[src/design/stpc_pkg.sv]
// ----------------------------------------------------------------------------
// stpc_pkg
// Types, constants and helpers of the sample table poke and centroid block.
// ----------------------------------------------------------------------------
package stpc_pkg;

  localparam int TABLE_DEPTH = 1024;
  localparam int IDX_W       = $clog2(TABLE_DEPTH);
  localparam int SIZE_W      = IDX_W + 1;
  localparam int CFG_W       = 11;
  localparam logic [CFG_W-1:0] CFG_RESET = 11'd1024;
  localparam int SAMPLE_W    = 16;
  localparam int SPAN_W      = 16;
  localparam int CEN_W       = 32;
  localparam int FRAC_W      = 8;
  // sum of i*s over the table, and sum of s
  localparam int TOP_W       = SAMPLE_W + 2 * IDX_W + 1;
  localparam int BOT_W       = SAMPLE_W + IDX_W + 1;
  // quotient magnitude bits and step counter of the divider
  localparam int DIV_W       = TOP_W + FRAC_W;
  localparam int DIV_CNT_W   = $clog2(DIV_W + 1);
  localparam logic [CEN_W-1:0] CEN_MAX = {1'b0, {(CEN_W-1){1'b1}}};
  localparam logic [CEN_W-1:0] CEN_MIN = {1'b1, {(CEN_W-1){1'b0}}};

  localparam int QDEPTH      = 2;
  localparam int QPTR_W      = $clog2(QDEPTH);
  localparam int QCNT_W      = $clog2(QDEPTH + 1);

  localparam logic KIND_SAMPLE   = 1'b0;
  localparam logic KIND_CENTROID = 1'b1;

  typedef enum logic [1:0] {
    REQ_ARM      = 2'd0,
    REQ_ACCESS   = 2'd1,
    REQ_WRITE    = 2'd2,
    REQ_CENTROID = 2'd3
  } stpc_req_t;

  typedef struct packed {
    stpc_req_t                   req_type;
    logic signed [31:0]          index;
    logic signed [SAMPLE_W-1:0]  sample_in;
    logic [SPAN_W-1:0]           span_length;
  } stpc_in_t;

  typedef struct packed {
    logic                        result_kind;
    logic signed [SAMPLE_W-1:0]  sample_out;
    logic signed [CEN_W-1:0]     centroid_out;
  } stpc_out_t;

  // classified request as it travels through the queue
  typedef struct packed {
    stpc_req_t                   req;
    logic [IDX_W-1:0]            idx;
    logic signed [SAMPLE_W-1:0]  sample;
    logic [SIZE_W-1:0]           span;
  } stpc_op_t;

  typedef struct packed {
    logic     push;
    stpc_op_t op;
  } stpc_push_t;

  typedef struct packed {
    logic     avail;
    stpc_op_t op;
  } stpc_head_t;

  typedef struct packed {
    logic                     start;
    logic signed [TOP_W-1:0]  num;
    logic signed [BOT_W-1:0]  den;
  } stpc_div_req_t;

  typedef struct packed {
    logic                     done;
    logic signed [CEN_W-1:0]  quo;
  } stpc_div_rsp_t;

  typedef enum logic [2:0] {
    ST_CLEAR,
    ST_IDLE,
    ST_WALK,
    ST_DIV,
    ST_RESP
  } stpc_state_t;

  typedef enum logic [1:0] {
    DV_IDLE,
    DV_RUN,
    DV_FIN
  } stpc_div_state_t;

  // table size in use: 0 counts as 1, capped at the table depth
  function automatic logic [SIZE_W-1:0] size_in_use(input logic [CFG_W-1:0] cfg);
    logic [31:0] s;
    s = 32'(cfg);
    if (s == 32'd0) s = 32'd1;
    if (s > 32'(TABLE_DEPTH)) s = 32'(TABLE_DEPTH);
    return SIZE_W'(s);
  endfunction

endpackage

[src/design/stpc_queue.sv]
// ----------------------------------------------------------------------------
// stpc_queue
// Short FIFO of classified requests between front and back.
// ----------------------------------------------------------------------------
module stpc_queue (
  input  logic                  clk,
  input  logic                  rst_n,
  input  stpc_pkg::stpc_push_t  push,
  input  logic                  pop,
  output logic                  full,
  output stpc_pkg::stpc_head_t  head
);
  import stpc_pkg::*;

  stpc_op_t            slot_r [QDEPTH];
  logic [QPTR_W-1:0]   wp_r, rp_r;
  logic [QCNT_W-1:0]   cnt_r;
  logic                do_pop;

  assign full       = cnt_r == QCNT_W'(QDEPTH);
  assign head.avail = cnt_r != '0;
  assign head.op    = slot_r[rp_r];
  assign do_pop     = pop && head.avail;

  always_ff @(posedge clk) begin
    if (push.push) begin
      slot_r[wp_r] <= push.op;
    end
  end

  always_ff @(posedge clk) begin
    if (!rst_n) begin
      wp_r  <= '0;
      rp_r  <= '0;
      cnt_r <= '0;
    end else begin
      if (push.push) wp_r <= QPTR_W'((32'(wp_r) + 1) % QDEPTH);
      if (do_pop)    rp_r <= QPTR_W'((32'(rp_r) + 1) % QDEPTH);
      if (push.push && !do_pop) begin
        cnt_r <= cnt_r + 1'b1;
      end else if (do_pop && !push.push) begin
        cnt_r <= cnt_r - 1'b1;
      end
    end
  end

endmodule

[config.mk]
export PLATFORM = sky130hd
export DESIGN_NAME = stpc_queue
export DESIGN_NICKNAME = d
export VERILOG_FILES = /design/src/design/stpc_pkg.sv /design/src/design/stpc_queue.sv
export SDC_FILE = /design/constraint.sdc
export NUM_CORES = 1
export LEC_CHECK = 0
export BUFFER_PORTS_ARGS = -buffer_cell sky130_fd_sc_hd__buf_4
export CORE_ASPECT_RATIO = 1.25
export CORE_MARGIN = 2
export CORE_UTILIZATION = 45
export CTS_BUF_LIST = sky130_fd_sc_hd__clkbuf_16
export CTS_CLUSTER_DIAMETER = 30
export DETAILED_ROUTE_END_ITERATION = 8
export PLACE_DENSITY = 0.71
export SYNTH_ARGS = -nofsm -noshare
export SYNTH_HDL_FRONTEND = slang
export SYNTH_SLANG_ARGS = --single-unit
[constraint.sdc]
create_clock -name clk -period 2.3 [get_ports clk]
set_input_delay 0.115 -clock clk [delete_from_list [all_inputs] [get_ports clk]]
set_output_delay 0.115 -clock clk [all_outputs]
set_load 0.005 [all_outputs]
==> impl_metrics.env <==
export IMPL_status="complete, no violations"
export IMPL_cp_max_fo=33
export IMPL_finalNonFillerCells=368
export IMPL_avgRoutedWirePerCell_microns=14.6
export IMPL_cts_tree="yes"
export IMPL_cp_slowest_cell="dfxtp_2"
export IMPL_critPathBufInv=2
export IMPL_final_max_slew_violation_count=0
export IMPL_end_kind="primary output"
export IMPL_placed_cells=313
export IMPL_cp_depth=3
export IMPL_dpl_cell_area_sq_um=3800
export IMPL_slew_headroom_pct=65.8
export IMPL_ys_ff_latch=83
export IMPL_fin_skew_ns=0.00268
export IMPL_finalHoldViolations=0
export IMPL_ant_nets=0
export IMPL_globalplace_congestion=0.664
export IMPL_fmax_mhz=609
export IMPL_grt_pass1_vias=1822
export IMPL_cts_htree_levels=3
export IMPL_hold_depth=2
export IMPL_period_needed_ns=1.64
export IMPL_ys_top_cells_by_area="edfxtp_1 77%, mux2_2 15%, dfxtp_1 3.3%, and2_1 0.83%, nor2b_1 0.62%"
export IMPL_period_share_pct=71.4
export IMPL_via_count=1738
export IMPL_layout_common_cells="85 x buf_4, 78 x edfxtp_1, 39 x mux2_2, 39 x dlygate4sd3_1, 9 x clkbuf_16"
export IMPL_crit_path_max_incr_delay_ns=0.44
export IMPL_fin_util_pct=69.3
export IMPL_wl_microns=5370
export IMPL_core_sq_um=6520
export IMPL_std_cell_rows=33
export IMPL_drive_gt1_share_pct=50.9
export IMPL_ir_drop_mv=0.780
export IMPL_antenna_found_initial=0
export IMPL_grt_pass1_wl_microns=8300
export IMPL_synth_seq_area_share_pct=80.7
export IMPL_synth_warnings=0
export IMPL_tightest_slew_ns=0.513
export IMPL_path_clk_slew_ns=0.06
export IMPL_syn2layout_area_growth_pct=49.4
export IMPL_syn_area_sq_um=3030
export IMPL_post_cts_setup_buffers=0
export IMPL_maxCapViolCount=0
export IMPL_hold_worst_slack_ns=0.0272
export IMPL_clk_latency_ns=0.32
export IMPL_synth_cells=143
export IMPL_die_w_microns=77.4
export IMPL_initial_core_util_pct=46.4
export IMPL_synth_cell_types=16
export IMPL_cts_sinks=83
export IMPL_synth_top_area_share_pct=77.4
export IMPL_r2r_slack_ns=0.77
export IMPL_worstPathArrival_ns=1.53
export IMPL_drt_iter0_drc=79
export IMPL_reg2regPathDepth=2
export IMPL_final_common_cell="buf_4"
export IMPL_syn_avg_cell_area_sq_um=21.2
export IMPL_cts_buffers=9
export IMPL_startpoint_type="register"
export IMPL_grt_usage_pct=15.4
export IMPL_crit_type="register to primary output"
export IMPL_io_buffers=83
export IMPL_fillerInstances=448
export IMPL_drc_errors=0
export IMPL_p_per_area_nw_per_um2=971
export IMPL_diodes=0
export IMPL_rr_startpoint="wp_r"
export IMPL_avgViaCountPerCell=4.72
export IMPL_fin_nets=320
export IMPL_grt_max_degree=34
export IMPL_required_ns=2.18
export IMPL_clock_root_buffer="clkbuf_16"
export IMPL_path_cells="buf_12 > mux2_2 > buf_4"
export IMPL_cts_resized_gates=0
export IMPL_crit_family="flip-flops"
export IMPL_dieArea_sq_um=7410
export IMPL_pin_count=84
export IMPL_die_h_microns=95.7
export IMPL_setup_slack_ns=0.657
export IMPL_final_area_sq_um=4520
export IMPL_yosysTopAreaCell="edfxtp_1"
export IMPL_p_total_mw=4.39
export IMPL_first_pass_iters=4
export IMPL_gr_total_overflow=0
export IMPL_r2r_end="slot_r[1][10]"
export IMPL_setup_tns_ns=0
export IMPL_hold_buffers=39
export IMPL_hp_class="input port to register"
export IMPL_grt_setup_unrepaired="false"
export IMPL_hpwl_microns=3320
export IMPL_finalSetupViolations=0
export IMPL_place_ws_ns=0.745
export IMPL_worstSetupEndpoint="head[4]"
export IMPL_p_leak_nw=1.73
export IMPL_syn_nets=187
export IMPL_cts_buffer_depth=2
==> area by class of cell <==
| type | count | area [sq um] | area share, % |
|---|---|---|---|
| sequential | 83 | 2440 | 54.0 |
| timing repair buffer | 126 | 1070 | 23.6 |
| multi-input combinational | 56 | 568 | 12.6 |
| clock buffer | 9 | 225 | 4.98 |
| clock inverter | 7 | 109 | 2.41 |
| tap | 87 | 109 | 2.41 |
==> synthesized netlist by cell type <==
cell	instances
mux2_2	39
dfxtp_1	5
o21ai_0	1
a21boi_1	1
buf_6	1
xnor2_1	2
edfxtp_1	78
o21ai_1	1
xor2_1	1
o21a_1	1
ha_1	1
and2_1	4
nor2b_1	3
or2_2	1
buf_2	3
or3_1	1
==> worst min-delay path by stage <==
| stage | start | endpoint | slack (ns) |
|---|---|---|---|
| floorplan | push[0] | slot_r[0][0] | 0.21 |
| finish | rst_n | wp_r | 0.03 |
| global placement | push[27] | slot_r[0][27] | 0.30 |
| global route | rst_n | wp_r | 0.03 |
| CTS | rst_n | wp_r | 0.02 |
| detailed placement | push[35] | slot_r[1][35] | 0.30 |
==> sequential cells by signal, summed over array words and instances (netlist names), named ones only <==
name    flops
slot_r     78
cnt_r       2
wp_r        1
rp_r        1
==> routing by layer <==
metal / vias to the layer above / global-route usage, % / wire [microns]
li1: 828 / - / -
met1: 854 / 15.7 / 2010
met2: 49 / 28.0 / 3050
met3: 7 / 5.44 / 232
met4: 0 / 8.04 / 78
met5: - / 0 / 0
==> where the power goes <==
| group | switching [mW] | internal, mW | leakage (nW) | total (mW) |
|---|---|---|---|---|
| Combinational | 0.361 | 0.637 | 0.787 | 0.999 |
| Clock | 0.512 | 1.05 | 0.166 | 1.56 |
| Sequential | 0.0643 | 1.77 | 0.774 | 1.83 |
==> logic make-up after synthesis <==
logic type | after synthesis | share of synthesized area [%]
AOI/OAI and AO/OA | 4 | 0.826
xor gates and xnor gates | 3 | 0.868
adders and majority gates | 1 | 0.413
buffers and inverters | 4 | 0.868
DFF | 83 | 80.7
muxes | 39 | 14.5
and+or+nand+nor | 9 | 1.86
No activity file was read; power rests on OpenSTA's default activity.
