`src/design/stpc_pkg.sv`:
```
// ----------------------------------------------------------------------------
// stpc_pkg
// Types, constants and helpers of the sample table poke and centroid block.
// ----------------------------------------------------------------------------
package stpc_pkg;

  localparam int TABLE_DEPTH = 1024;
  localparam int IDX_W       = $clog2(TABLE_DEPTH);
  localparam int SIZE_W      = IDX_W + 1;
  localparam int CFG_W       = 11;
  localparam logic [CFG_W-1:0] CFG_RESET = 11'd1024;
  localparam int SAMPLE_W    = 16;
  localparam int SPAN_W      = 16;
  localparam int CEN_W       = 32;
  localparam int FRAC_W      = 8;
  // sum of i*s over the table, and sum of s
  localparam int TOP_W       = SAMPLE_W + 2 * IDX_W + 1;
  localparam int BOT_W       = SAMPLE_W + IDX_W + 1;
  // quotient magnitude bits and step counter of the divider
  localparam int DIV_W       = TOP_W + FRAC_W;
  localparam int DIV_CNT_W   = $clog2(DIV_W + 1);
  localparam logic [CEN_W-1:0] CEN_MAX = {1'b0, {(CEN_W-1){1'b1}}};
  localparam logic [CEN_W-1:0] CEN_MIN = {1'b1, {(CEN_W-1){1'b0}}};

  localparam int QDEPTH      = 2;
  localparam int QPTR_W      = $clog2(QDEPTH);
  localparam int QCNT_W      = $clog2(QDEPTH + 1);

  localparam logic KIND_SAMPLE   = 1'b0;
  localparam logic KIND_CENTROID = 1'b1;

  typedef enum logic [1:0] {
    REQ_ARM      = 2'd0,
    REQ_ACCESS   = 2'd1,
    REQ_WRITE    = 2'd2,
    REQ_CENTROID = 2'd3
  } stpc_req_t;

  typedef struct packed {
    stpc_req_t                   req_type;
    logic signed [31:0]          index;
    logic signed [SAMPLE_W-1:0]  sample_in;
    logic [SPAN_W-1:0]           span_length;
  } stpc_in_t;

  typedef struct packed {
    logic                        result_kind;
    logic signed [SAMPLE_W-1:0]  sample_out;
    logic signed [CEN_W-1:0]     centroid_out;
  } stpc_out_t;

  // classified request as it travels through the queue
  typedef struct packed {
    stpc_req_t                   req;
    logic [IDX_W-1:0]            idx;
    logic signed [SAMPLE_W-1:0]  sample;
    logic [SIZE_W-1:0]           span;
  } stpc_op_t;

  typedef struct packed {
    logic     push;
    stpc_op_t op;
  } stpc_push_t;

  typedef struct packed {
    logic     avail;
    stpc_op_t op;
  } stpc_head_t;

  typedef struct packed {
    logic                     start;
    logic signed [TOP_W-1:0]  num;
    logic signed [BOT_W-1:0]  den;
  } stpc_div_req_t;

  typedef struct packed {
    logic                     done;
    logic signed [CEN_W-1:0]  quo;
  } stpc_div_rsp_t;

  typedef enum logic [2:0] {
    ST_CLEAR,
    ST_IDLE,
    ST_WALK,
    ST_DIV,
    ST_RESP
  } stpc_state_t;

  typedef enum logic [1:0] {
    DV_IDLE,
    DV_RUN,
    DV_FIN
  } stpc_div_state_t;

  // table size in use: 0 counts as 1, capped at the table depth
  function automatic logic [SIZE_W-1:0] size_in_use(input logic [CFG_W-1:0] cfg);
    logic [31:0] s;
    s = 32'(cfg);
    if (s == 32'd0) s = 32'd1;
    if (s > 32'(TABLE_DEPTH)) s = 32'(TABLE_DEPTH);
    return SIZE_W'(s);
  endfunction

endpackage

```
`src/design/stpc_div.sv`:
```
// ----------------------------------------------------------------------------
// stpc_div
// Bit-serial signed divider: (256*num)/den, truncated, saturated to 32 bits.
// ----------------------------------------------------------------------------
module stpc_div (
  input  logic                    clk,
  input  logic                    rst_n,
  input  stpc_pkg::stpc_div_req_t req,
  output stpc_pkg::stpc_div_rsp_t rsp
);
  import stpc_pkg::*;

  stpc_div_state_t         state_r, state_nxt;
  logic [DIV_W-1:0]        nq_r, nq_nxt;     // dividend shifting out, quotient in
  logic [BOT_W-1:0]        dm_r, dm_nxt;
  logic [BOT_W-1:0]        rem_r, rem_nxt;
  logic [DIV_CNT_W-1:0]    cnt_r, cnt_nxt;
  logic                    neg_r, neg_nxt;
  logic                    zero_r, zero_nxt;
  logic [TOP_W-1:0]        num_mag;
  logic [BOT_W:0]          rem_sh;
  logic                    ovf_pos, ovf_neg;
  logic [CEN_W-1:0]        sat_q;
  logic signed [CEN_W-1:0] hold_r;

  assign num_mag = req.num[TOP_W-1] ? TOP_W'(-req.num) : TOP_W'(req.num);
  assign rem_sh  = {rem_r, nq_r[DIV_W-1]};
  assign ovf_pos = |nq_r[DIV_W-1:CEN_W-1];
  assign ovf_neg = (|nq_r[DIV_W-1:CEN_W]) || (nq_r[CEN_W-1] && |nq_r[CEN_W-2:0]);

  assign rsp.done = state_r == DV_FIN;
  assign rsp.quo  = hold_r;

  always_comb begin
    state_nxt = state_r;
    nq_nxt    = nq_r;
    dm_nxt    = dm_r;
    rem_nxt   = rem_r;
    cnt_nxt   = cnt_r;
    neg_nxt   = neg_r;
    zero_nxt  = zero_r;
    unique case (state_r)
      DV_IDLE: begin
        if (req.start) begin
          nq_nxt    = {num_mag, FRAC_W'(0)};
          dm_nxt    = req.den[BOT_W-1] ? BOT_W'(-req.den) : BOT_W'(req.den);
          rem_nxt   = '0;
          cnt_nxt   = DIV_CNT_W'(DIV_W);
          neg_nxt   = req.num[TOP_W-1] ^ req.den[BOT_W-1];
          zero_nxt  = req.den == '0;
          state_nxt = DV_RUN;
        end
      end
      DV_RUN: begin
        if (rem_sh >= {1'b0, dm_r}) begin
          rem_nxt = BOT_W'(rem_sh - {1'b0, dm_r});
          nq_nxt  = {nq_r[DIV_W-2:0], 1'b1};
        end else begin
          rem_nxt = rem_sh[BOT_W-1:0];
          nq_nxt  = {nq_r[DIV_W-2:0], 1'b0};
        end
        cnt_nxt = cnt_r - 1'b1;
        if (cnt_r == DIV_CNT_W'(1)) state_nxt = DV_FIN;
      end
      DV_FIN: begin
        state_nxt = DV_IDLE;
      end
      default: state_nxt = DV_IDLE;
    endcase
  end

  // result word, formed in the cycle after the last step
  always_comb begin
    if (zero_r) begin
      sat_q = '0;
    end else if (!neg_r) begin
      sat_q = ovf_pos ? CEN_MAX : nq_r[CEN_W-1:0];
    end else begin
      sat_q = ovf_neg ? CEN_MIN : CEN_W'(-nq_r[CEN_W-1:0]);
    end
  end

  always_ff @(posedge clk) begin
    if (!rst_n) begin
      state_r <= DV_IDLE;
    end else begin
      state_r <= state_nxt;
    end
  end

  always_ff @(posedge clk) begin
    nq_r   <= nq_nxt;
    dm_r   <= dm_nxt;
    rem_r  <= rem_nxt;
    cnt_r  <= cnt_nxt;
    neg_r  <= neg_nxt;
    zero_r <= zero_nxt;
  end

  // hold the saturated quotient from the finish cycle on
  always_ff @(posedge clk) begin
    if (state_r == DV_FIN) begin
      hold_r <= sat_q;
    end
  end

endmodule

```
`config.mk`:
```
export PLATFORM = sky130hd
export DESIGN_NAME = stpc_div
export DESIGN_NICKNAME = d
export VERILOG_FILES = /design/src/design/stpc_pkg.sv /design/src/design/stpc_div.sv
export SDC_FILE = /design/constraint.sdc
export NUM_CORES = 1
export LEC_CHECK = 0
export ABC_CLOCK_PERIOD_IN_PS = 5590
export BUFFER_PORTS_ARGS = -buffer_cell sky130_fd_sc_hd__buf_2
export CORE_MARGIN = 2
export CORE_UTILIZATION = 45
export CTS_BUF_LIST = sky130_fd_sc_hd__clkbuf_4
export CTS_CLUSTER_SIZE = 30
export DETAILED_ROUTE_END_ITERATION = 16
export GPL_ROUTABILITY_DRIVEN = 0
export PLACE_DENSITY_LB_ADDON = 0.15
export SKIP_LAST_GASP = 1
export SLEW_MARGIN = 30
export SYNTH_ARGS = -nofsm -noshare
export SYNTH_HDL_FRONTEND = slang
export SYNTH_SLANG_ARGS = --single-unit
```
`constraint.sdc`:
```
create_clock -name clk -period 5.59 [get_ports clk]
set_input_delay 0.2795 -clock clk [delete_from_list [all_inputs] [get_ports clk]]
set_output_delay 0.2795 -clock clk [all_outputs]
set_load 0.03 [all_outputs]
```
==> impl_results.md <==
- Synth area leaders: edfxtp_1 (45%), nand2_1 (5.2%), o21ai_0 (4.8%)
- Die H: 147 um
- Worst Setup End Kind: register
- DP HPWL: 15.8 mm
- Cell Pwr Density: 278 nW/um^2
- Largest net degree at the start of global routing: 87
- Sequential fraction of the synthesis area: 0.457
- Clk_skew: 14.9 ps
- Worst-path fanout max: 24
- CP arrival: 4620 ps
- Top-count cell post-synth: edfxtp_1
- Crit path time final: 4190 ps
- Share of cells above drive strength 1: 0.142
- VDD IR-drop max: 0.122 mV
- Initial DRC Count: 416
- Period utilization: 0.750
- Row count: 52
- Sink Count: 141
- FF-to-FF Start: nq_r[44]
- Clock buffer count from CTS: 17
- Max-cap violations: 0
- Worst-path clk slew: 120 ps
- Area of the multi-input gates: 4690 sq um
- Hold wc startpoint: req[25]
- # nets final: 1164
- Setup TNS: 0 ps
- Synth Net Count: 1074
- Synth cell count leaders: edfxtp_1 (139), nand2_1 (128), o21ai_0 (89)
- Drt drc: 0
- Mapped Avg Cell Area: 9.47 sq um
- Vias per inst: 5.63
- Placeable Area: 20200 sq um
- Post-synth EDFFs: 139
- CP startpoint kind: register
- Routed wire length: 21.9 mm
- Setup Crit Path Kind: register to register
- Initial core utilization: 0.457
- Unrepaired setup endpoints after global routing: no
- Synthesis Warnings: 0
- Post-synth top area share: 0.453
- HP Class: primary input to register
- Yosys cell types: 72
- First-pass GRT wire length: 35.4 mm
- IO Port Bufs: 99
- Register area: 4210 sq um
- First-pass DRT Iterations: 6
- Clk Latency, worst-skew pair: 550 ps
- Final Hold Fails: 0
- Max Clock Freq: 238 MHz
- Global route overflow: 0
- Syn-to-layout area delta: 12.2%
- Setup violators final: 0
- Die Wd: 147 um
- Initial antenna violation count: 1
- CTS Buffer Depth: 2
- Hold Path Stages: 2
- Post-synth ARST share: 0
- Root buf cell: clkbuf_4
- Final worst slack: 1400 ps
- Final Core Density: 0.513
- Post-synthesis cell count: 974
- Vias in the first global route: 6972
- LEAKAGE: 0.00384 uW
- CTS H-tree depth: 4
- Prevailing post-synth register cell: edfxtp_1
- Leading area contributor after synthesis: edfxtp_1
- DR WL/cell: 16.2 um
- Synthesis-stage register bit count: 141
- R2r setup slk: 1400 ps
- Count of boundary I/O pins: 100
- Routed Antenna Nets: 0
- Vias: 7600
- Reg2reg path depth: 11
- Slew Viols, Final: 0
- Die footprint: 21700 sq um
- TritonCTS clock tree: yes
- Relative slew slack: 0.370
- Fill count: 1909
- Data required, critical path: 6010 ps
- Status: complete, no violations
- Measured slew at the worst slew-check pin: 921 ps
- Tot GR Track Use: 0.204
- Post-place setup slack: 1440 ps
- Hold EP: dm_r[26]
- Post-CTS Setup Inserts: 0
- Mapped Area: 9220 sq um
- RR Endpoint: rem_r[25]
-- cell usage in the layout, fill, tap and decap left out, drive strengths merged, types with 6 or more instances in the layout --
cell type,instances
o21a,15
nor3,27
nor4,13
a211oi,9
edfxtp,139
nand3,19
nand2b,6
or3,25
a21o,13
xnor2,39
a31oi,10
buf,106
nand2,129
a21oi,64
clkbuf,19
nand4,12
nor2,57
dlygate4sd3,7
or4,16
or2,6
ha,32
and2,9
nand3b,7
o211ai,6
o31ai,25
o41ai,8
o21ai,100
inv,46
nor2b,8
xor2,38
-- critical path, cell delays in order (launching register included) --
cell and delay [ps]:
edfxtp_1 420, inv_1 60, ha_1 230, fa_1 410, nor2b_1 190, o31a_1 200, o21ai_1 160, a2111oi_0 820
or2_1 810, nand2_1 340, inv_1 250, a32o_1 180
-- repair_timing --
action	CTS	global route
hold buffers	7	0
resized for setup	0	0
hold endpoints to repair	8	0
-- final cells by class --
class / instances / share of cell area
well taps: 270 / 0.0327
multi-input cells: 747 / 0.454
repair buffers: 113 / 0.0601
clock buffers: 19 / 0.0138
diodes: 2 / 0.000484
inverters: 44 / 0.0160
flip-flops and latches: 141 / 0.407
clock inverters: 13 / 0.0161
-- logic make-up after synthesis --
group / count (synthesis) / synth area share
DFF: 141 / 0.457
xor gates and xnor gates: 77 / 0.0731
and+or+nand+nor: 351 / 0.190
buffers and inverters: 86 / 0.0372
adders and majority gates: 33 / 0.0456
muxes: 1 / 0.00109
AOI/OAI and AO/OA: 285 / 0.196
-- sequential cells by signal, indices dropped and copies added, names as in the netlist --
register and flops:
nq_r 45, hold_r 32, dm_r 27, rem_r 27, cnt_r 6, state_r 2
neg_r 1, zero_r 1
-- routing by layer --
| layer | routed length, um | GRT usage |
|---|---|---|
| met3 | 824 | 0.0295 |
| met4 | 264 | 0.0548 |
| met1 | 10400 | 0.282 |
| met5 | 0 | 0 |
| met2 | 10400 | 0.336 |
-- power by group --
group	switching, uW	internal, uW	leakage, uW	total [uW]
combinational	466	299	0.00232	765
sequential	89.8	1300	0.00137	1390
clock	399	322	0.000149	720
total	954	1920	0.00384	2870
-- per-stage QoR --
step / cells / area [sq um] / total power [uW] / hold slack, ps
detailed placement: 1307 / 9950 / 2160 / 523
global placement: 1307 / 9940 / 2160 / 524
finish: 1349 / 10300 / 2870 / 49.6
floorplan: 974 / 9220 / 1950 / 378
global route: 1349 / 10300 / 3050 / 8.14
CTS: 1346 / 10300 / 2890 / 5.37
-- worst max path at each step --
stage                     cells after the start  startpoint  slack (ps)   endpoint
after floorplan                               2  state_r[1]        1310   cnt_r[0]
after global placement                       11    nq_r[44]        1840  rem_r[19]
after detailed placement                     11    nq_r[44]        1440  rem_r[19]
after CTS                                    11    nq_r[44]        1410  rem_r[19]
after global routing                         11    nq_r[44]        1170  rem_r[19]
final                                        11    nq_r[44]        1400  rem_r[25]
(Power assumes the default switching activity.)
