<file path="src/design/stpc_pkg.sv">
// ----------------------------------------------------------------------------
// stpc_pkg
// Types, constants and helpers of the sample table poke and centroid block.
// ----------------------------------------------------------------------------
package stpc_pkg;

  localparam int TABLE_DEPTH = 1024;
  localparam int IDX_W       = $clog2(TABLE_DEPTH);
  localparam int SIZE_W      = IDX_W + 1;
  localparam int CFG_W       = 11;
  localparam logic [CFG_W-1:0] CFG_RESET = 11'd1024;
  localparam int SAMPLE_W    = 16;
  localparam int SPAN_W      = 16;
  localparam int CEN_W       = 32;
  localparam int FRAC_W      = 8;
  // sum of i*s over the table, and sum of s
  localparam int TOP_W       = SAMPLE_W + 2 * IDX_W + 1;
  localparam int BOT_W       = SAMPLE_W + IDX_W + 1;
  // quotient magnitude bits and step counter of the divider
  localparam int DIV_W       = TOP_W + FRAC_W;
  localparam int DIV_CNT_W   = $clog2(DIV_W + 1);
  localparam logic [CEN_W-1:0] CEN_MAX = {1'b0, {(CEN_W-1){1'b1}}};
  localparam logic [CEN_W-1:0] CEN_MIN = {1'b1, {(CEN_W-1){1'b0}}};

  localparam int QDEPTH      = 2;
  localparam int QPTR_W      = $clog2(QDEPTH);
  localparam int QCNT_W      = $clog2(QDEPTH + 1);

  localparam logic KIND_SAMPLE   = 1'b0;
  localparam logic KIND_CENTROID = 1'b1;

  typedef enum logic [1:0] {
    REQ_ARM      = 2'd0,
    REQ_ACCESS   = 2'd1,
    REQ_WRITE    = 2'd2,
    REQ_CENTROID = 2'd3
  } stpc_req_t;

  typedef struct packed {
    stpc_req_t                   req_type;
    logic signed [31:0]          index;
    logic signed [SAMPLE_W-1:0]  sample_in;
    logic [SPAN_W-1:0]           span_length;
  } stpc_in_t;

  typedef struct packed {
    logic                        result_kind;
    logic signed [SAMPLE_W-1:0]  sample_out;
    logic signed [CEN_W-1:0]     centroid_out;
  } stpc_out_t;

  // classified request as it travels through the queue
  typedef struct packed {
    stpc_req_t                   req;
    logic [IDX_W-1:0]            idx;
    logic signed [SAMPLE_W-1:0]  sample;
    logic [SIZE_W-1:0]           span;
  } stpc_op_t;

  typedef struct packed {
    logic     push;
    stpc_op_t op;
  } stpc_push_t;

  typedef struct packed {
    logic     avail;
    stpc_op_t op;
  } stpc_head_t;

  typedef struct packed {
    logic                     start;
    logic signed [TOP_W-1:0]  num;
    logic signed [BOT_W-1:0]  den;
  } stpc_div_req_t;

  typedef struct packed {
    logic                     done;
    logic signed [CEN_W-1:0]  quo;
  } stpc_div_rsp_t;

  typedef enum logic [2:0] {
    ST_CLEAR,
    ST_IDLE,
    ST_WALK,
    ST_DIV,
    ST_RESP
  } stpc_state_t;

  typedef enum logic [1:0] {
    DV_IDLE,
    DV_RUN,
    DV_FIN
  } stpc_div_state_t;

  // table size in use: 0 counts as 1, capped at the table depth
  function automatic logic [SIZE_W-1:0] size_in_use(input logic [CFG_W-1:0] cfg);
    logic [31:0] s;
    s = 32'(cfg);
    if (s == 32'd0) s = 32'd1;
    if (s > 32'(TABLE_DEPTH)) s = 32'(TABLE_DEPTH);
    return SIZE_W'(s);
  endfunction

endpackage

</file>
<file path="src/design/stpc_front.sv">
// ----------------------------------------------------------------------------
// stpc_front
// Accepts requests, clamps indices, screens centroid spans, feeds the queue.
// ----------------------------------------------------------------------------
module stpc_front (
  input  logic                         in_valid,
  output logic                         in_ready,
  input  stpc_pkg::stpc_in_t           in_data,
  input  logic [stpc_pkg::CFG_W-1:0]   table_size,
  input  logic                         back_ready,
  input  logic                         q_full,
  output stpc_pkg::stpc_push_t         push
);
  import stpc_pkg::*;

  logic [SIZE_W-1:0] sz;
  logic [31:0]       sz32;
  logic [IDX_W-1:0]  idx;
  logic              span_ok;

  assign sz   = size_in_use(table_size);
  assign sz32 = 32'(sz);

  always_comb begin
    if (in_data.index[31]) begin
      idx = '0;
    end else if ($unsigned(in_data.index) >= sz32) begin
      idx = IDX_W'(sz32 - 32'd1);
    end else begin
      idx = in_data.index[IDX_W-1:0];
    end
  end

  assign span_ok  = 32'(in_data.span_length) <= sz32;
  assign in_ready = back_ready && !q_full;

  always_comb begin
    push.op.req    = in_data.req_type;
    push.op.idx    = idx;
    push.op.sample = in_data.sample_in;
    push.op.span   = SIZE_W'(in_data.span_length);
    // an over-long centroid span is taken and dropped here
    push.push      = in_valid && in_ready &&
                     !(in_data.req_type == REQ_CENTROID && !span_ok);
  end

endmodule

</file>
<file path="config.mk">
export PLATFORM = sky130hd
export DESIGN_NAME = stpc_front
export DESIGN_NICKNAME = d
export VERILOG_FILES = /design/src/design/stpc_pkg.sv /design/src/design/stpc_front.sv
export SDC_FILE = /design/constraint.sdc
export NUM_CORES = 1
export LEC_CHECK = 0
export BUFFER_PORTS_ARGS = -buffer_cell sky130_fd_sc_hd__buf_2
export CELL_PAD_IN_SITES_DETAIL_PLACEMENT = 0
export CELL_PAD_IN_SITES_GLOBAL_PLACEMENT = 2
export CORE_MARGIN = 2
export CORE_UTILIZATION = 18
export DETAILED_ROUTE_END_ITERATION = 12
export GPL_ROUTABILITY_DRIVEN = 0
export MAX_ROUTING_LAYER = met4
export PLACE_DENSITY = 0.82
export RECOVER_POWER = 25
export SLEW_MARGIN = 20
export SYNTH_ARGS = -nofsm -noshare
export SYNTH_HDL_FRONTEND = slang
export SYNTH_SLANG_ARGS = --single-unit
</file>
<file path="constraint.sdc">
create_clock -name vclk -period 3
set_input_delay 0.15 -clock vclk [all_inputs]
set_output_delay 0.15 -clock vclk [all_outputs]
set_load 0.01 [all_outputs]
</file>
==> results of run 1 <==
-- synthesized netlist by cell type, types with 2 or more instances --
master	count
nor3_1	4
or4_1	2
nor4_1	6
mux2i_1	3
buf_4	29
nand3b_1	2
nand4_1	2
nand4b_1	2
nand2b_1	4
inv_1	6
nand3_1	4
mux2_2	8
nor2b_1	10
a21oi_1	12
nand2_1	12
clkbuf_1	4
a21o_1	3
nor2_1	15
o21a_1	3
o21ai_0	7
ha_1	23
or3_1	2
-- logic make-up after synthesis --
family / Yosys count / share of synthesized area, %
mux: 11 / 9.46
simple gates: 66 / 27.4
buf+inv: 40 / 20.4
xor+xnor: 1 / 0.690
fa+ha+maj: 23 / 22.7
compound gates: 36 / 19.4
-- layer usage --
metal | global-route usage, % | vias to the layer above | share of wire [%]
met5 | - | - | 0
met4 | 1.40 | 0 | 1.3
met3 | 0.754 | 6 | 6.0
met2 | 20.0 | 59 | 47
met1 | 13.8 | 611 | 45
li1 | - | 746 | -
-- critical path, cell delays in order --
cell,delay [ns]
buf_2,0.13
nor3_1,0.24
a41oi_1,0.15
nor2_1,0.15
ha_1,0.24
nand2b_1,0.14
a2111oi_1,0.38
o21bai_1,0.18
a21oi_4,0.15
buf_4,0.17
mux2_2,0.35
buf_2,0.14
-- layout make-up --
type                       count  area (um^2)  share of cell area, %
multi-input combinational    137         1020                   61.5
timing repair buffer          95          490                   29.7
tap                           96          120                   7.26
inverter                       7         26.3                   1.59
-- report_power, final --
part	total, W	internal (W)	switching [W]
Sequential	0	0	0
Combinational	0.000205	0.0000982	0.000107
Clock	0	0	0
Total	0.000205	0.0000982	0.000107
-- per-stage QoR --
stage / power, W / util (%) / cell area [um^2] / std cells / worst slack [ns]
6_report: 0.000205 / 24.3 / 1650 / 335 / 0.274
5_1_grt: 0.000235 / 24.3 / 1650 / 335 / 0.0460
4_1_cts: 0.000208 / 24.3 / 1650 / 335 / 0.172
3_5_place_dp: 0.000207 / 24.3 / 1650 / 335 / 0.169
3_3_place_gp: 0.000205 / 24.3 / 1650 / 335 / 0.253
2_1_floorplan: 0.000140 / - / 1270 / 177 / 0.382
-- worst max-delay path by stage --
stage / start / endpoint / slack [ns] / cells past startpoint
final: table_size[2] / push[36] / 0.27 / 12
after global routing: table_size[5] / push[36] / 0.05 / 12
after CTS: table_size[5] / push[36] / 0.17 / 12
after detailed placement: table_size[5] / push[36] / 0.17 / 12
after global placement: table_size[5] / push[36] / 0.25 / 12
after floorplan: table_size[5] / push[27] / 0.38 / 9
-- timing repair --
item	CTS	global route
hold endpoints to repair	0	0
gates resized for setup	0	2
setup endpoints to repair	0	10
hold buffers	0	0
==> metrics.md, run 1 <==
| Metric | Value |
|---|---|
| DRC viols | `0` |
| Worst hold path class | `input port to primary output` |
| Total grt overflow | `0` |
| Final Hold Slack | `0.300 ns` |
| Post-Syn Instances | `177` |
| Core area | `6790 um^2` |
| TNS Setup | `0 ns` |
| Vias in the first global route | `1415` |
| Minimum clock period | `2.73 ns` |
| Number of max-cap violations | `0` |
| Post-Route WL | `4270 um` |
| CP endpoint kind | `primary output` |
| WHS Endpoint | `push[17]` |
| Sequential area share after synthesis | `0%` |
| FF/Latch Area | `0 um^2` |
| Initial core utilization | `18.7%` |
| N_diodes | `0` |
| WP data arrival | `2.58 ns` |
| Hold Startpoint | `in_data[22]` |
| Worst rel slew slack | `68.3%` |
| Critical path type | `input port to primary output` |
| # clk buffers | `0` |
| WL/cell | `12.7 um` |
| Unique cell type count in the Yosys netlist | `36` |
| Top-level port count | `121` |
| Final setup violation count | `0` |
| Sequential cells | `0` |
| Fin. max-slew vios | `0` |
| Via density | `4.24` |
| Crit path required time | `2.85 ns` |
| HPWL Detailed | `3870 um` |
| Max IR drop VDD | `38.2 uV` |
| Post-synthesis cell area | `1270 um^2` |
| Postcts setup bufs | `0` |
| Layout cells sized above 1 | `44.4%` |
| IO Port Bufs | `89` |
| Hold Vio Cnt, Final | `0` |
| Max frequency | `367 MHz` |
| Fillers | `795` |
| Actual slew at the worst max-slew pin | `0.471 ns` |
| Fin nets | `344` |
| Area delta synth->final | `30.2%` |
| Yosys top cell area share | `22.7%` |
| Die ar. | `7740 um^2` |
| First-pass GRT wire length | `6690 um` |
| Avg Cell Area, Syn | `7.17 um^2` |
| Largest net degree at the start of global routing | `21` |
| Total number of vias | `1422` |
| RSZ-0062 raised after global routing | `no` |
| Drt first pass iters | `4` |
| Initial antenna violation count | `0` |
| Number of cell rows | `30` |
| Most frequent cells in the layout | `buf_2 (89), ha_1 (23), nor2_1 (15), nand2_1 (12), a21oi_1 (12)` |
| Overall die width | `88.0 um` |
| Top cells by area, synth | `ha_1 (23%), buf_4 (17%), mux2_2 (7.1%)` |
| Leak pwr | `0.822 nW` |
| Synth area leader | `ha_1` |
| Outcome | `finished clean` |
| DIE HEIGHT | `88.0 um` |
| Commonest non-fill, non-tap cell in the layout | `buf_2` |
| Initial DRC count | `32` |
| Yosys warns | `0` |
| Power Density | `124 nW/um^2` |
| DRT antenna net count | `0` |
| Crit share post-route | `90.9%` |
| Hold Path Stages | `0` |
| Worst-path fanout max | `6` |
| Syn Nets | `280` |
| Crit path launch type | `input port` |
| Overall routing resource usage | `11.1%` |
No activity file was read; power rests on OpenSTA's default activity.
==> run 2: changes to the inputs <==
--- a/config.mk
+++ b/config.mk
@@ -5,15 +5,16 @@
 export SDC_FILE = /design/constraint.sdc
 export NUM_CORES = 1
 export LEC_CHECK = 0
+export ABC_AREA = 1
 export BUFFER_PORTS_ARGS = -buffer_cell sky130_fd_sc_hd__buf_2
 export CELL_PAD_IN_SITES_DETAIL_PLACEMENT = 0
 export CELL_PAD_IN_SITES_GLOBAL_PLACEMENT = 2
 export CORE_MARGIN = 2
-export CORE_UTILIZATION = 18
+export CORE_UTILIZATION = 17
 export DETAILED_ROUTE_END_ITERATION = 12
 export GPL_ROUTABILITY_DRIVEN = 0
 export MAX_ROUTING_LAYER = met4
-export PLACE_DENSITY = 0.82
+export PLACE_DENSITY = 0.81
 export RECOVER_POWER = 25
 export SLEW_MARGIN = 20
 export SYNTH_ARGS = -nofsm -noshare
==> run 2 against run 1 <==
Compared with the run above: via count increased by 13%; first-iteration DRC count increased by 3.1%; critical path depth increased by 6; die area increased by 10%; power increased by 10%; sequential share of layout area unchanged; worst hold slack unchanged; non-clock buffer count increased by 7; utilization decreased by 1.2 points; area after synthesis increased by 4.5%; wire length increased by 4.7%; combinational power increased by 9.8%.
==> metrics.md, run 2 <==
| Metric | Value |
|---|---|
| Cts-stage hold buffer count | `0` |
| Yosys warns | `0` |
| Critical path type | `input port to primary output` |
| Syn Nets | `327` |
| Most instantiated library cell after synthesis | `nand2_1` |
| Area delta synth->final | `33.3%` |
| Post-Syn Instances | `224` |
| WL/cell | `11.3 um` |
| DIE HEIGHT | `92.4 um` |
| Crit share post-route | `90.5%` |
| Worst-path fanout max | `6` |
| IO Port Bufs | `89` |
| TNS Setup | `0 ns` |
| Worst hold path class | `input port to primary output` |
| Max IR drop VDD | `36.1 uV` |
| FF/Latch Area | `0 um^2` |
| Sequential cells | `0` |
| Leak pwr | `1.04 nW` |
| First-pass GRT wire length | `7270 um` |
| CP endpoint kind | `primary output` |
| Commonest non-fill, non-tap cell in the layout | `buf_2` |
| Fin. max-slew vios | `0` |
| Final Hold Slack | `0.300 ns` |
| Design Power | `0.000225 W` |
| Largest net degree at the start of global routing | `16` |
| Actual slew at the worst max-slew pin | `0.612 ns` |
| Synth area leader | `ha_1` |
| # clk buffers | `0` |
| Sequential area share after synthesis | `0%` |
| Core area | `7650 um^2` |
| Worst path slowest cell | `ha_1` |
| Overall routing resource usage | `10.5%` |
| CP max stage delay | `0.30 ns` |
| Avg Cell Area, Syn | `5.93 um^2` |
| Multi-input gate area | `982 um^2` |
| Post-Route WL | `4470 um` |
| Number of cell rows | `32` |
| Final Util | `23.1%` |
| Crit path required time | `2.85 ns` |
| Initial core utilization | `17.4%` |
| HPWL Detailed | `4010 um` |
| Ordered cell list for the critical path | `buf_2, nor2_1, nand3_2, o21ai_4, buf_4, nand2_1, ha_1, a21oi_1, nor2_1, nor3b_1, nand2_1, nand2_1, nand2_1, buf_4, nand3_1, nand3_1, inv_1, buf_2` |
| Vias in the first global route | `1540` |
| Placed cells | `392` |
| WP data arrival | `2.57 ns` |
| Yosys top cell area share | `21.7%` |
| Post-synthesis cell area | `1330 um^2` |
| Die ar. | `8530 um^2` |
| Power Density | `127 nW/um^2` |
| Post-synth top cells | `nand2_1 (41), nor2_1 (32), inv_1 (30), buf_4 (29), ha_1 (23)` |
| Outcome | `finished clean` |
| Hold Vio Cnt, Final | `0` |
| Max frequency | `368 MHz` |
| Most frequent cells in the layout | `buf_2 (89), nand2_1 (41), nor2_1 (32), inv_1 (28), ha_1 (23)` |
| Non-filler cells, final | `397` |
| Total grt overflow | `0` |
| Number of max-cap violations | `0` |
| DRT antenna net count | `0` |
| Initial antenna violation count | `0` |
| Overall die width | `92.4 um` |
| DRC viols | `0` |
| Hold Startpoint | `in_data[16]` |
| N_diodes | `0` |
| Top cells by area, synth | `ha_1 (22%), buf_4 (16%), nand2_1 (12%)` |
| Fillers | `898` |
| Drt first pass iters | `4` |
| Final setup violation count | `0` |
| Crit path launch type | `input port` |
| Layout cells sized above 1 | `38.6%` |
| Fin nets | `400` |
| Minimum clock period | `2.72 ns` |
| Total number of vias | `1608` |
| Cell repeated most along the worst path | `nand2_1` |
| Via density | `4.05` |
| Worst rel slew slack | `58.6%` |
| Top-level port count | `121` |
| Unique cell type count in the Yosys netlist | `29` |
| Crit path launch | `table_size[2]` |
| Initial DRC count | `33` |
==> run 2: area by class of cell <==
cell class / count / share of cell area, %
inverters: 31 / 6.58
well taps: 102 / 7.21
multi-input cells: 162 / 55.5
repair buffers: 102 / 30.7
==> run 2: report_power, final <==
group,switching [W],internal [W]
Combinational,0.000121,0.000104
Sequential,0,0
Clock,0,0
Total,0.000121,0.000104
==> run 2: path summary, 6_finish.rpt <==
kind	endpoint	slack [ns]	depth (start not counted)
worst min-delay path	push[11]	0.30	0
worst max-delay path	push[33]	0.28	18
==> run 2: cell families (layout without fill, tap and decap cells) <==
family / count (synthesis) / in the layout / synth area share (%)
adder cells (fa/ha/maj): 23 / 23 / 21.7
XOR/XNOR: 3 / 3 / 1.98
AO/OA/AOI/OAI: 26 / 26 / 12.6
AND/OR/NAND/NOR: 110 / 110 / 37.3
buffers and inverters: 62 / 133 / 26.4
==> run 2: through the flow <==
stage | setup WS (ns) | area (um^2)
finish | 0.284 | 1770
global placement | 0.183 | 1730
detailed placement | 0.138 | 1730
CTS | 0.136 | 1730
floorplan | 0.791 | 1330
global route | -0.0182 | 1770
==> run 2: metal layers <==
metal / track usage [%] / wire [um] / up-vias
met5: - / 0 / -
met4: 0.498 / 8 / 0
met3: 0.488 / 323 / 4
met2: 17.7 / 2010 / 70
met1: 14.8 / 2120 / 683
li1: - / - / 851
==> run 2: repair_timing <==
| action | in CTS | in global routing |
|---|---|---|
| buffers inserted | 0 | 5 |
| endpoints found under the setup margin | 0 | 10 |
| gates resized for setup | 0 | 4 |
==> run 2: worst max-delay path, delay by kind of cell <==
| kind | cells | cell delay, ns |
|---|---|---|
| AOI/OAI and AO/OA | 2 | 0.38 |
| buffers and inverters | 5 | 0.68 |
| and+or+nand+nor | 10 | 1.06 |
| adders and majority gates | 1 | 0.30 |
==> run 3: changes to the inputs <==
--- a/config.mk
+++ b/config.mk
@@ -13,7 +13,6 @@
 export CORE_UTILIZATION = 17
 export DETAILED_ROUTE_END_ITERATION = 12
 export GPL_ROUTABILITY_DRIVEN = 0
-export MAX_ROUTING_LAYER = met4
 export PLACE_DENSITY = 0.81
 export RECOVER_POWER = 25
 export SLEW_MARGIN = 20
==> constraint.sdc (replaced) <==
create_clock -name vclk -period 2.8
set_input_delay 0.14 -clock vclk [all_inputs]
set_output_delay 0.14 -clock vclk [all_outputs]
set_load 0.01 [all_outputs]
==> run 3 against run 2 <==
Compared with the run above: worst setup slack worse by 0.048 ns; clock-buffer cell count unchanged; die area unchanged; cell count down 1.5%; power is 6.1% higher; first-iteration DRC count stayed put; wire length fell by 3.9%; utilization down 0.31 points; highest routed layer unchanged.
==> metrics.md, run 3 (synthesized netlist as in run 2, its figures left out) <==
| Metric | Value |
|---|---|
| Outcome | `finished clean` |
| Number of max-cap violations | `0` |
| Initial core utilization | `17.4%` |
| Met2 wire len | `1930 um` |
| WP data arrival | `2.42 ns` |
| WL/cell | `11.0 um` |
| Pre-CTS setup slack | `0.158 ns` |
| Via density | `3.95` |
| Post-DP Area | `1720 um^2` |
| Initial DRC count | `33` |
| Total number of vias | `1546` |
| DIE HEIGHT | `92.4 um` |
| Die ar. | `8530 um^2` |
| Metal3 WL | `247 um` |
| Overall die width | `92.4 um` |
| Design Power | `0.000239 W` |
| Max Used Layer | `met4` |
| IO Port Bufs | `89` |
| Fin nets | `394` |
| Worst-path fanout max | `9` |
| Final setup violation count | `0` |
| Overall routing resource usage | `9.78%` |
| Core area | `7650 um^2` |
| Worst setup margin | `0.236 ns` |
| Area delta synth->final | `31.5%` |
| Largest net degree at the start of global routing | `12` |
| RSZ-0062 raised after global routing | `yes` |
| Worst rel slew slack | `62.0%` |
| Hold Startpoint | `in_data[16]` |
| Worst hold path class | `input port to primary output` |
| Minimum clock period | `2.56 ns` |
| Postcts setup bufs | `0` |
| CP endpoint kind | `primary output` |
| # clk buffers | `0` |
| Total grt overflow | `0` |
| Number of cell rows | `32` |
| Drt first pass iters | `4` |
| Max frequency | `390 MHz` |
| Commonest non-fill, non-tap cell in the layout | `buf_2` |
| Post-Route WL | `4290 um` |
| Sequential cells | `0` |
| Actual slew at the worst max-slew pin | `0.562 ns` |
| Fillers | `883` |
| HPWL Detailed | `3930 um` |
| N_diodes | `0` |
| Initial antenna violation count | `0` |
| M1 WL | `2100 um` |
| Crit share post-route | `91.6%` |
| Leak pwr | `1.02 nW` |
| Vias in the first global route | `1475` |
| Critical path type | `input port to primary output` |
| Most frequent cells in the layout | `buf_2 (89), nand2_1 (38), nor2_1 (31), inv_1 (29), ha_1 (23)` |
| DRT antenna net count | `0` |
| Crit path launch type | `input port` |
| Fin. max-slew vios | `0` |
| Crit path required time | `2.66 ns` |
| WHS Endpoint | `push[11]` |
| Hold Vio Cnt, Final | `0` |
| Design Area, Final | `1750 um^2` |
| First-pass GRT wire length | `6870 um` |
| Max IR drop VDD | `36.9 uV` |
| Power Density | `137 nW/um^2` |
| DRC viols | `0` |
| FF/Latch Area | `0 um^2` |
| Top-level port count | `121` |
| Final Util | `22.8%` |
| Non-filler cells, final | `391` |
| Layout cells sized above 1 | `38.4%` |
| Multi-input gate area | `992 um^2` |
| Placed cells | `391` |
| Hold Path Stages | `0` |
[run 3: cell types whose count changed in the layout (fill, tap and decap cells not counted), sizes merged]
cell,previous run,this run
buf,102,96
[run 3: where the power goes]
group	switching (W)	total [W]	internal, W	leakage (nW)
Clock	0	0	0	0
Sequential	0	0	0	0
Combinational	0.000130	0.000239	0.000109	1.02
Total	0.000130	0.000239	0.000109	1.02
[run 3: metrics by stage]
stage / setup TNS, ns / hold slack [ns]
floorplan: 0 / 0.328
global placement: 0 / 0.280
detailed placement: 0 / 0.280
CTS: 0 / 0.280
global route: -0.0691 / 0.280
finish: 0 / 0.280
[run 3: worst max-delay path, stage by stage]
cell and delay [ns]:
buf_2 0.14, nor2_2 0.13, nand3_2 0.11, o21ai_4 0.18
buf_6 0.16, nand2_2 0.08, ha_1 0.30, a21oi_1 0.14
nor2_1 0.05, nor3b_1 0.18, nand2_1 0.09, nand2_2 0.09
nand2_1 0.09, inv_1 0.18, nor2_1 0.07, nor2_1 0.14
buf_2 0.15
[run 3: timing repair]
item                                    4_1_cts  5_1_grt
endpoints found under the setup margin        0       10
gates resized for setup                       0       10
hold buffers                                  0        0
[run 3: metal layers]
metal,vias up,GRT usage [%]
li1,837,-
met4,0,0.498
met1,649,13.6
met5,-,0
met3,4,0.407
met2,56,17.6
[run 3: area by class of cell]
| type | count | area share (%) |
|---|---|---|
| timing repair buffer | 96 | 29.2 |
| inverter | 31 | 6.67 |
| tap | 102 | 7.31 |
| multi-input combinational | 162 | 56.8 |
[run 3: worst max path at each step]
| stage | cells after the start | start | endpoint |
|---|---|---|---|
| final | 17 | table_size[2] | push[29] |
| after global routing | 17 | table_size[2] | push[29] |
| after CTS | 18 | table_size[2] | push[33] |
| after detailed placement | 18 | table_size[2] | push[33] |
| after global placement | 18 | table_size[2] | push[33] |
| after floorplan | 16 | table_size[0] | push[32] |
